`config.mk`:
```
export PLATFORM = sky130hd
export DESIGN_NAME = priority_ready_list_engine
export DESIGN_NICKNAME = d
export VERILOG_FILES = /design/src/hdl/prle_pkg.sv /design/src/hdl/prle_ram.sv /design/src/hdl/prle_ctrl.sv /design/src/hdl/prle_dpath.sv /design/src/hdl/priority_ready_list_engine.sv
export SDC_FILE = /design/constraint.sdc
export NUM_CORES = 2
export LEC_CHECK = 0
export BUFFER_PORTS_ARGS = -buffer_cell sky130_fd_sc_hd__buf_2
export CAP_MARGIN = 0
export CELL_PAD_IN_SITES_DETAIL_PLACEMENT = 1
export CELL_PAD_IN_SITES_GLOBAL_PLACEMENT = 1
export CORE_ASPECT_RATIO = 1.4
export CORE_UTILIZATION = 45
export CTS_CLUSTER_DIAMETER = 150
export CTS_CLUSTER_SIZE = 14
export DETAILED_ROUTE_END_ITERATION = 7
export PLACE_DENSITY_LB_ADDON = 0.1
export SLEW_MARGIN = 20
export SYNTH_ARGS = -nofsm -noshare
export SYNTH_HDL_FRONTEND = slang
export SYNTH_HIERARCHICAL = 1
export SYNTH_SLANG_ARGS = --single-unit
```
`constraint.sdc`:
```
create_clock -name clock -period 5.9 [get_ports clock]
set_input_delay 0.885 -clock clock [delete_from_list [all_inputs] [get_ports clock]]
set_output_delay 0.885 -clock clock [all_outputs]
set_load 0.03 [all_outputs]
```
`src/hdl/prle_pkg.sv`:
```
// ----------------------------------------------------------------------------
// prle_pkg
// Shared types and constants for the priority ready-list engine.
// ----------------------------------------------------------------------------
package prle_pkg;

   localparam int NUM_PRIOS_DEF = 32;
   localparam int NUM_TASKS_DEF = 32;

   localparam logic [1:0] FUNC_INSERT  = 2'd0;
   localparam logic [1:0] FUNC_REMOVE  = 2'd1;
   localparam logic [1:0] FUNC_ROTATE  = 2'd2;
   localparam logic [1:0] FUNC_UNKNOWN = 2'd3;

   typedef enum logic [2:0] {
      ST_IDLE,
      ST_READ,
      ST_EXEC,
      ST_WRITE,
      ST_OUT
   } state_type;

   // Commands from the controller to the datapath.
   typedef struct packed {
      logic capture;
      logic read;
      logic exec;
      logic write;
      logic load_out;
   } cmd_type;

endpackage

```
`src/hdl/prle_ram.sv`:
```
// ----------------------------------------------------------------------------
// prle_ram
// Generic single-write, single-read RAM with registered read data.
// ----------------------------------------------------------------------------
module prle_ram #(
   parameter int WIDTH = 8,
   parameter int DEPTH = 32
) (
   input  logic                     clock,
   input  logic                     wr_en,
   input  logic [$clog2(DEPTH)-1:0] wr_addr,
   input  logic [WIDTH-1:0]         wr_data,
   input  logic [$clog2(DEPTH)-1:0] rd_addr,
   output logic [WIDTH-1:0]         rd_data
);

   logic [WIDTH-1:0] mem_ff [DEPTH];

   // Write port and registered read port
   always_ff @(posedge clock) begin
      if (wr_en) begin
         mem_ff[wr_addr] <= wr_data;
      end
      rd_data <= mem_ff[rd_addr];
   end

endmodule

```
`src/hdl/prle_ctrl.sv`:
```
// ----------------------------------------------------------------------------
// prle_ctrl
// Sequencer: capture, read, execute, write back, present the result.
// ----------------------------------------------------------------------------
module prle_ctrl (
   input  logic              clock,
   input  logic              reset,
   input  logic              req_tvalid,
   output logic              req_tready,
   output logic              rsp_tvalid,
   input  logic              rsp_tready,
   output prle_pkg::cmd_type cmd
);

   prle_pkg::state_type state_ff, state_in;
   logic                out_valid_ff, out_valid_in;

   // Next state
   always_comb begin
      state_in = state_ff;
      case (state_ff)
         prle_pkg::ST_IDLE:  if (req_tvalid) state_in = prle_pkg::ST_READ;
         prle_pkg::ST_READ:  state_in = prle_pkg::ST_EXEC;
         prle_pkg::ST_EXEC:  state_in = prle_pkg::ST_WRITE;
         prle_pkg::ST_WRITE: state_in = prle_pkg::ST_OUT;
         prle_pkg::ST_OUT: begin
            if (!out_valid_ff || rsp_tready) state_in = prle_pkg::ST_IDLE;
         end
         default: state_in = prle_pkg::ST_IDLE;
      endcase
   end

   // Outputs
   always_comb begin
      cmd = '0;
      req_tready = 1'b0;
      case (state_ff)
         prle_pkg::ST_IDLE: begin
            req_tready  = 1'b1;
            cmd.capture = req_tvalid;
         end
         prle_pkg::ST_READ:  cmd.read  = 1'b1;
         prle_pkg::ST_EXEC:  cmd.exec  = 1'b1;
         prle_pkg::ST_WRITE: cmd.write = 1'b1;
         prle_pkg::ST_OUT:   cmd.load_out = !out_valid_ff || rsp_tready;
         default: ;
      endcase
   end

   // Output register valid: load in OUT, drop on transfer
   always_comb begin
      out_valid_in = out_valid_ff;
      if (rsp_tvalid && rsp_tready) out_valid_in = 1'b0;
      if (cmd.load_out) out_valid_in = 1'b1;
   end

   assign rsp_tvalid = out_valid_ff;

   always_ff @(posedge clock) begin
      if (reset) begin
         state_ff     <= prle_pkg::ST_IDLE;
         out_valid_ff <= 1'b0;
      end else begin
         state_ff     <= state_in;
         out_valid_ff <= out_valid_in;
      end
   end

endmodule

```
`src/hdl/prle_dpath.sv`:
```
// ----------------------------------------------------------------------------
// prle_dpath
// Link memories, list roots, counts and bitmap with the list update logic.
// ----------------------------------------------------------------------------
module prle_dpath #(
   parameter int NUM_PRIOS = prle_pkg::NUM_PRIOS_DEF,
   parameter int NUM_TASKS = prle_pkg::NUM_TASKS_DEF
) (
   input  logic              clock,
   input  logic              reset,
   input  prle_pkg::cmd_type cmd,
   input  logic [16:0]       req_tdata,
   output logic [55:0]       rsp_tdata
);

   localparam int TW = $clog2(NUM_TASKS);
   localparam int LW = TW + 1;
   localparam int PW = $clog2(NUM_PRIOS);
   localparam int CW = $clog2(NUM_TASKS + 1);
   localparam logic [LW-1:0] NONE = LW'(NUM_TASKS);

   // Captured request
   logic [1:0] func_ff;
   logic [4:0] tid_ff, prio_ff, cur_ff;

   // Per-task link state and per-priority roots
   logic [LW-1:0] next_ff [NUM_TASKS];
   logic [LW-1:0] prev_ff [NUM_TASKS];
   logic [NUM_TASKS-1:0] linked_ff;
   logic [CW-1:0] count_ff [NUM_PRIOS];

   // Head and tail are stores read at one signal address: RAMs
   logic          root_we;
   logic [PW-1:0] root_addr;
   logic [TW-1:0] head_wd, tail_wd, head_rd, tail_rd;

   // Operation decoded in EXEC, applied in WRITE
   logic          ok_ff;
   logic [TW-1:0] nhead_ff, ntail_ff;
   logic [CW-1:0] ncount_ff;
   logic [TW-1:0] t_ff, pv_t_ff, nx_t_ff, h_ff, tl_ff;
   logic [LW-1:0] pv_ff, nx_ff;
   logic [2:0]    kind_ff;
   logic          prio_ok_ff;

   logic prio_ok, task_ok;
   logic [PW-1:0] p;
   logic [TW-1:0] t;

   assign prio_ok = 32'(prio_ff) < NUM_PRIOS;
   assign task_ok = 32'(tid_ff) < NUM_TASKS;
   assign p = PW'(prio_ff);
   assign t = TW'(tid_ff);
   assign root_addr = p;
   assign root_we = cmd.write && ok_ff && prio_ok;

   prle_ram #(.WIDTH(TW), .DEPTH(NUM_PRIOS)) u_head (
      .clock(clock), .wr_en(root_we), .wr_addr(root_addr),
      .wr_data(nhead_ff), .rd_addr(root_addr), .rd_data(head_rd));
   prle_ram #(.WIDTH(TW), .DEPTH(NUM_PRIOS)) u_tail (
      .clock(clock), .wr_en(root_we), .wr_addr(root_addr),
      .wr_data(ntail_ff), .rd_addr(root_addr), .rd_data(tail_rd));
   assign head_wd = nhead_ff;
   assign tail_wd = ntail_ff;

   localparam logic [2:0] K_NONE = 3'd0, K_INS_EMPTY = 3'd1, K_INS_TAIL = 3'd2,
      K_INS_HEAD = 3'd3, K_REMOVE = 3'd4, K_ROTATE = 3'd5;

   // Decode the operation from the read roots and links
   logic [CW-1:0] cnt;
   logic [LW-1:0] pv, nx, hnx;
   logic          pv_ok, nx_ok, ok;
   logic [2:0]    kind;
   logic [TW-1:0] nh, nt;
   logic [CW-1:0] nc;
   always_comb begin
      cnt  = prio_ok ? count_ff[p] : '0;
      pv   = prev_ff[t];
      nx   = next_ff[t];
      hnx  = next_ff[head_rd];
      pv_ok = pv != NONE;
      nx_ok = nx != NONE;
      ok = 1'b0;
      kind = K_NONE;
      nh = head_rd;
      nt = tail_rd;
      nc = cnt;
      if (prio_ok) begin
         case (func_ff)
            prle_pkg::FUNC_INSERT: begin
               if (task_ok && !linked_ff[t]) begin
                  ok = 1'b1;
                  nc = cnt + 1'b1;
                  if (cnt == '0) begin
                     kind = K_INS_EMPTY; nh = t; nt = t;
                  end else if (prio_ff == cur_ff) begin
                     kind = K_INS_TAIL; nt = t;
                  end else begin
                     kind = K_INS_HEAD; nh = t;
                  end
               end
            end
            prle_pkg::FUNC_REMOVE: begin
               if (task_ok && linked_ff[t] && cnt != '0 && (pv_ok || head_rd == t)
                   && (nx_ok || tail_rd == t)) begin
                  ok = 1'b1;
                  kind = K_REMOVE;
                  nc = (!pv_ok && !nx_ok) ? '0 : cnt - 1'b1;
                  if (!pv_ok && !nx_ok) begin
                     nh = '0; nt = '0;
                  end else if (!pv_ok) begin
                     nh = TW'(nx);
                  end else if (!nx_ok) begin
                     nt = TW'(pv);
                  end
               end
            end
            prle_pkg::FUNC_ROTATE: begin
               ok = 1'b1;
               if (cnt >= CW'(2) && head_rd != tail_rd && hnx != NONE) begin
                  kind = K_ROTATE; nh = TW'(hnx); nt = head_rd;
               end
            end
            default: ok = 1'b0;
         endcase
      end
   end

   // Capture, decode and link update registers
   always_ff @(posedge clock) begin
      if (cmd.capture) begin
         func_ff <= req_tdata[1:0];
         tid_ff  <= req_tdata[6:2];
         prio_ff <= req_tdata[11:7];
         cur_ff  <= req_tdata[16:12];
      end
      if (cmd.exec) begin
         ok_ff <= ok; kind_ff <= kind; prio_ok_ff <= prio_ok;
         nhead_ff <= nh; ntail_ff <= nt; ncount_ff <= nc;
         t_ff <= t; pv_ff <= pv; nx_ff <= nx;
         pv_t_ff <= TW'(pv); nx_t_ff <= TW'(nx);
         h_ff <= head_rd; tl_ff <= tail_rd;
      end
      if (reset) begin
         linked_ff <= '0;
         for (int i = 0; i < NUM_TASKS; i++) begin
            next_ff[i] <= NONE;
            prev_ff[i] <= NONE;
         end
         for (int i = 0; i < NUM_PRIOS; i++) count_ff[i] <= '0;
      end else if (cmd.write && ok_ff && prio_ok) begin
         count_ff[p] <= ncount_ff;
         case (kind_ff)
            K_INS_EMPTY: begin
               next_ff[t_ff] <= NONE; prev_ff[t_ff] <= NONE; linked_ff[t_ff] <= 1'b1;
            end
            K_INS_TAIL: begin
               next_ff[t_ff] <= NONE; prev_ff[t_ff] <= LW'(tl_ff);
               next_ff[tl_ff] <= LW'(t_ff); linked_ff[t_ff] <= 1'b1;
            end
            K_INS_HEAD: begin
               next_ff[t_ff] <= LW'(h_ff); prev_ff[t_ff] <= NONE;
               prev_ff[h_ff] <= LW'(t_ff); linked_ff[t_ff] <= 1'b1;
            end
            K_REMOVE: begin
               if (pv_ff != NONE) next_ff[pv_t_ff] <= nx_ff;
               if (nx_ff != NONE) prev_ff[nx_t_ff] <= pv_ff;
               next_ff[t_ff] <= NONE; prev_ff[t_ff] <= NONE; linked_ff[t_ff] <= 1'b0;
            end
            K_ROTATE: begin
               prev_ff[nhead_ff] <= NONE; next_ff[h_ff] <= NONE;
               prev_ff[h_ff] <= LW'(tl_ff); next_ff[tl_ff] <= LW'(h_ff);
            end
            default: ;
         endcase
      end
   end

   // Ready bitmap from counts
   logic [31:0] bitmap;
   always_comb begin
      bitmap = '0;
      for (int i = 0; i < NUM_PRIOS && i < 32; i++) bitmap[i] = count_ff[i] != '0;
   end

   // Result register
   logic [CW-1:0] rc;
   assign rc = prio_ok_ff ? count_ff[p] : '0;
   always_ff @(posedge clock) begin
      if (cmd.load_out) begin
         rsp_tdata[4:0]   <= (rc != '0) ? 5'(head_wd) : 5'd0;
         rsp_tdata[9:5]   <= (rc != '0) ? 5'(tail_wd) : 5'd0;
         rsp_tdata[15:10] <= 6'(rc);
         rsp_tdata[47:16] <= bitmap;
         rsp_tdata[48]    <= !ok_ff;
         rsp_tdata[55:49] <= '0;
      end
   end

endmodule

```
`src/hdl/priority_ready_list_engine.sv`:
```
// ----------------------------------------------------------------------------
// priority_ready_list_engine
// Per-priority doubly linked ready lists with a ready bitmap.
// ----------------------------------------------------------------------------
// One request is handled at a time. After the request transfer the result is
// produced by root read, decode, write back and result load, in that order; the
// head and tail root memories have a registered read. A new request is taken
// once the previous result has been loaded into the output register; while a
// result waits on the receiver, the next one is held in the result state and
// the input stays stalled.
module priority_ready_list_engine #(
   parameter int NUM_PRIOS = prle_pkg::NUM_PRIOS_DEF,
   parameter int NUM_TASKS = prle_pkg::NUM_TASKS_DEF
) (
   input  logic        clock,
   input  logic        reset,
   input  logic        req_tvalid,
   output logic        req_tready,
   input  logic [23:0] req_tdata,  // func[1:0] task_id[6:2] task_prio[11:7] current_prio[16:12]
   output logic        rsp_tvalid,
   input  logic        rsp_tready,
   output logic [55:0] rsp_tdata   // head_task[4:0] tail_task[9:5] entry_count[15:10]
                                   // ready_bitmap[47:16] status[48]
);

   prle_pkg::cmd_type cmd;

   prle_ctrl u_ctrl (
      .clock(clock), .reset(reset), .req_tvalid(req_tvalid), .req_tready(req_tready),
      .rsp_tvalid(rsp_tvalid), .rsp_tready(rsp_tready), .cmd(cmd));

   prle_dpath #(.NUM_PRIOS(NUM_PRIOS), .NUM_TASKS(NUM_TASKS)) u_dpath (
      .clock(clock), .reset(reset), .cmd(cmd), .req_tdata(req_tdata[16:0]),
      .rsp_tdata(rsp_tdata));

endmodule
```
==> results.py <==
metrics = {
    "grt": {
        "grt_util_all_layers_pct": 28.4,
        "global_route.overflow_total": 0,
        "pin_count_of_the_biggest_net_entering_global_routing": 93,
        "first_global_vias": 36062,
        "number_of_antenna_violations_at_the_first_check_in_global_routing": 1,
        "wire_length_of_the_first_global_routing_pass_um": 238000,
    },
    "route": {
        "vias": 34027,
        "route.detailed.drc": 0,
        "drt_first_iter_violations": 3520,
        "detail_route.wirelength_um": 163000,
        "detailedRoute.firstPassIterationCount": 5,
        "route.met3.wl_um": 9160,
        "met2WireLength_um": 84700,
        "avgViaCountPerCell": 6.40,
        "drt-wirelength-per-cell_um": 30.6,
        "antenna_violating_nets_post_route": 0,
        "topRoutingLayerUsed": "met5",
        "drt-met1-wl_um": 62700,
    },
    "floorplanning": {
        "die_height_um": 400,
        "floorplan.initialDensity_pct": 45.5,
        "io_pins": 86,
        "die_w_um": 286,
        "core-area_um2": 112000,
        "die-area_um2": 114000,
        "fp-row-count": 145,
    },
    "power_and_ir_drop": {
        "netSwitchingFraction_pct": 27.1,
        "power.share.combinational_pct": 14.5,
        "pwr-share-seq_pct": 52.9,
        "power_uw": 16700,
        "cellInternalPower_uw": 12200,
        "power.ir.vdd_worst_mv": 0.251,
        "power_density_nw_per_um2": 302,
        "clkPwrFrac_pct": 32.6,
        "power.leakage_uw": 0.0184,
        "power.switching_uw": 4540,
    },
    "timing": {
        "timing.fmax_mhz": 208,
        "timing.setup.tns_ps": 0,
        "timing_hold_violations_final": 0,
        "final_min_period_over_clock_period_pct": 81.3,
        "worst_slew_margin_rel_pct": 19.2,
        "finalWorstSetupSlack_ps": 1100,
        "finalMaxSlewViolations": 0,
        "layout_min_cycle_time_ps": 4800,
        "unrepaired_setup_endpoints_after_global_routing": "no",
        "layout_skew_ps": 31.9,
        "setup-violations-final": 0,
        "timing_worst_slew_pin_value_ps": 1210,
    },
    "clocking": {
        "clkSinkCount": 1065,
        "cts-htree-levels": 3,
        "path_clk_slew_ps": 70,
        "number_of_buffers_inserted_for_hold_repair_after_clock_tree_synthesis": 0,
        "resized_cells_post_cts": 0,
        "clockBufferDepth": 3,
        "post-cts-setup-buffer-count": 0,
        "worst_skew_pair.late_latency_ps": 700,
        "tritoncts_clock_tree": "built",
        "clockRootBuffer": "clkbuf_16",
        "numCtsBuffers": 86,
    },
    "synth": {
        "post_synth.cell_area_avg_um2": 13.4,
        "synthesis.instances": 3806,
        "synth.cell_area_um2": 50800,
        "yosys_warnings": 6,
    },
    "layout": {
        "finalNetCount": 3829,
        "final_layout_size_suffix_gt1_share_pct": 14.1,
        "layout.cell_area.non_filler_um2": 55400,
        "diodes": 0,
        "area_grow_syn2layout_pct": 9.02,
        "postLayoutCoreUtil_pct": 49.6,
    },
    "place": {
        "place.port_buffers": 71,
        "pre_cts_slack_ps": 1170,
        "place_area_um2": 52900,
        "finalWeightedCongestion": 0.913,
        "dp_hpwl_um": 109000,
    },
    "worst_setup_path": {
        "timing.setup.critical_path_class": "flop to flop",
        "critPathCaptureType": "flop",
        "start_kind": "flop",
        "arrival_ps": 5240,
        "cp_max_fo": 34,
        "cp.required_ps": 6340,
    },
    "job": {
        "max_cap_viols": 0,
    },
    "outcome": {
        "outcome": "finished, final reports clean",
    },
    "hold_path": {
        "min_path_type": "input pin to flop",
    },
}
layout make-up:
class	instances	area, um^2
clock buffers	134	2420
clock inverters	4	50.0
fillers	11222	56300
inverters	23	86.3
multi-input cells	2443	18300
flip-flops and latches	1065	31400
well taps	1470	1840
repair buffers	179	1300
power by group through the flow:
stage | combinational (uW) | sequential [uW] | clock [uW]
5_1_grt | 2540 | 8880 | 5810
3_5_place_dp | 2370 | 9040 | 0
2_1_floorplan | 1590 | 8820 | 0
4_1_cts | 2380 | 8870 | 5580
3_3_place_gp | 2320 | 9020 | 0
6_report | 2420 | 8860 | 5450
flip-flops by register name, summed over array words and instances (netlist names), 6 cells and up, named ones only:
name and flops:
u_dpath/u_tail/mem_ff 160, u_dpath/next_ff 192, u_dpath/ncount_ff 6, u_dpath/rsp_tdata 49, u_dpath/prev_ff 192, u_dpath/count_ff 192, u_dpath/u_head/mem_ff 160
stage by stage:
| stage | hold slack [ps] | std cells |
|---|---|---|
| after floorplan | 403 | 3812 |
| after global placement | 440 | 5175 |
| after detailed placement | 457 | 5175 |
| after CTS | 336 | 5313 |
| after global routing | 354 | 5318 |
| final | 375 | 5318 |
layout by cell type, fill, tap and decap left out, types with 34 or more instances in the layout:
master / instances
nor4_1: 37
clkbuf_1: 44
edfxtp_1: 1009
buf_4: 95
nand2_1: 340
dfxtp_1: 51
a22oi_1: 111
nand3_1: 135
o22ai_1: 168
clkbuf_16: 90
mux4_2: 189
o21ai_0: 157
and2_1: 220
nor3_1: 53
o22a_1: 34
buf_2: 71
mux2i_1: 267
a21oi_1: 86
a22o_1: 52
nor2_1: 262
path summary, 6_finish.rpt:
kind,startpoint,end,slack [ps],cells past startpoint
max,flop,u_dpath/ntail_ff[3]$_DFFE_PP_,1100,11
min,req_tdata[12],u_dpath/cur_ff[0]$_DFFE_PP_,380,1
max reg2reg,flop,u_dpath/ntail_ff[3]$_DFFE_PP_,1100,11
min reg2reg,flop,flop,470,2
worst max-delay path: stages (launching register included):
cell and delay, ps:
dfxtp_4 760, buf_4 290, mux4_2 550, mux4_2 480, mux2i_1 430, inv_2 140
nor3_4 240, nor4b_2 450, nor3_1 230, a21boi_2 290, a221o_1 420, a211o_1 240
metal layers:
| metal | track usage [%] | vias up |
|---|---|---|
| met5 | 0 | - |
| met4 | 11.2 | 2 |
| met3 | 3.37 | 327 |
| met2 | 51.0 | 1303 |
| met1 | 34.8 | 17688 |
| li1 | - | 14707 |
(Power assumes the default switching activity.)
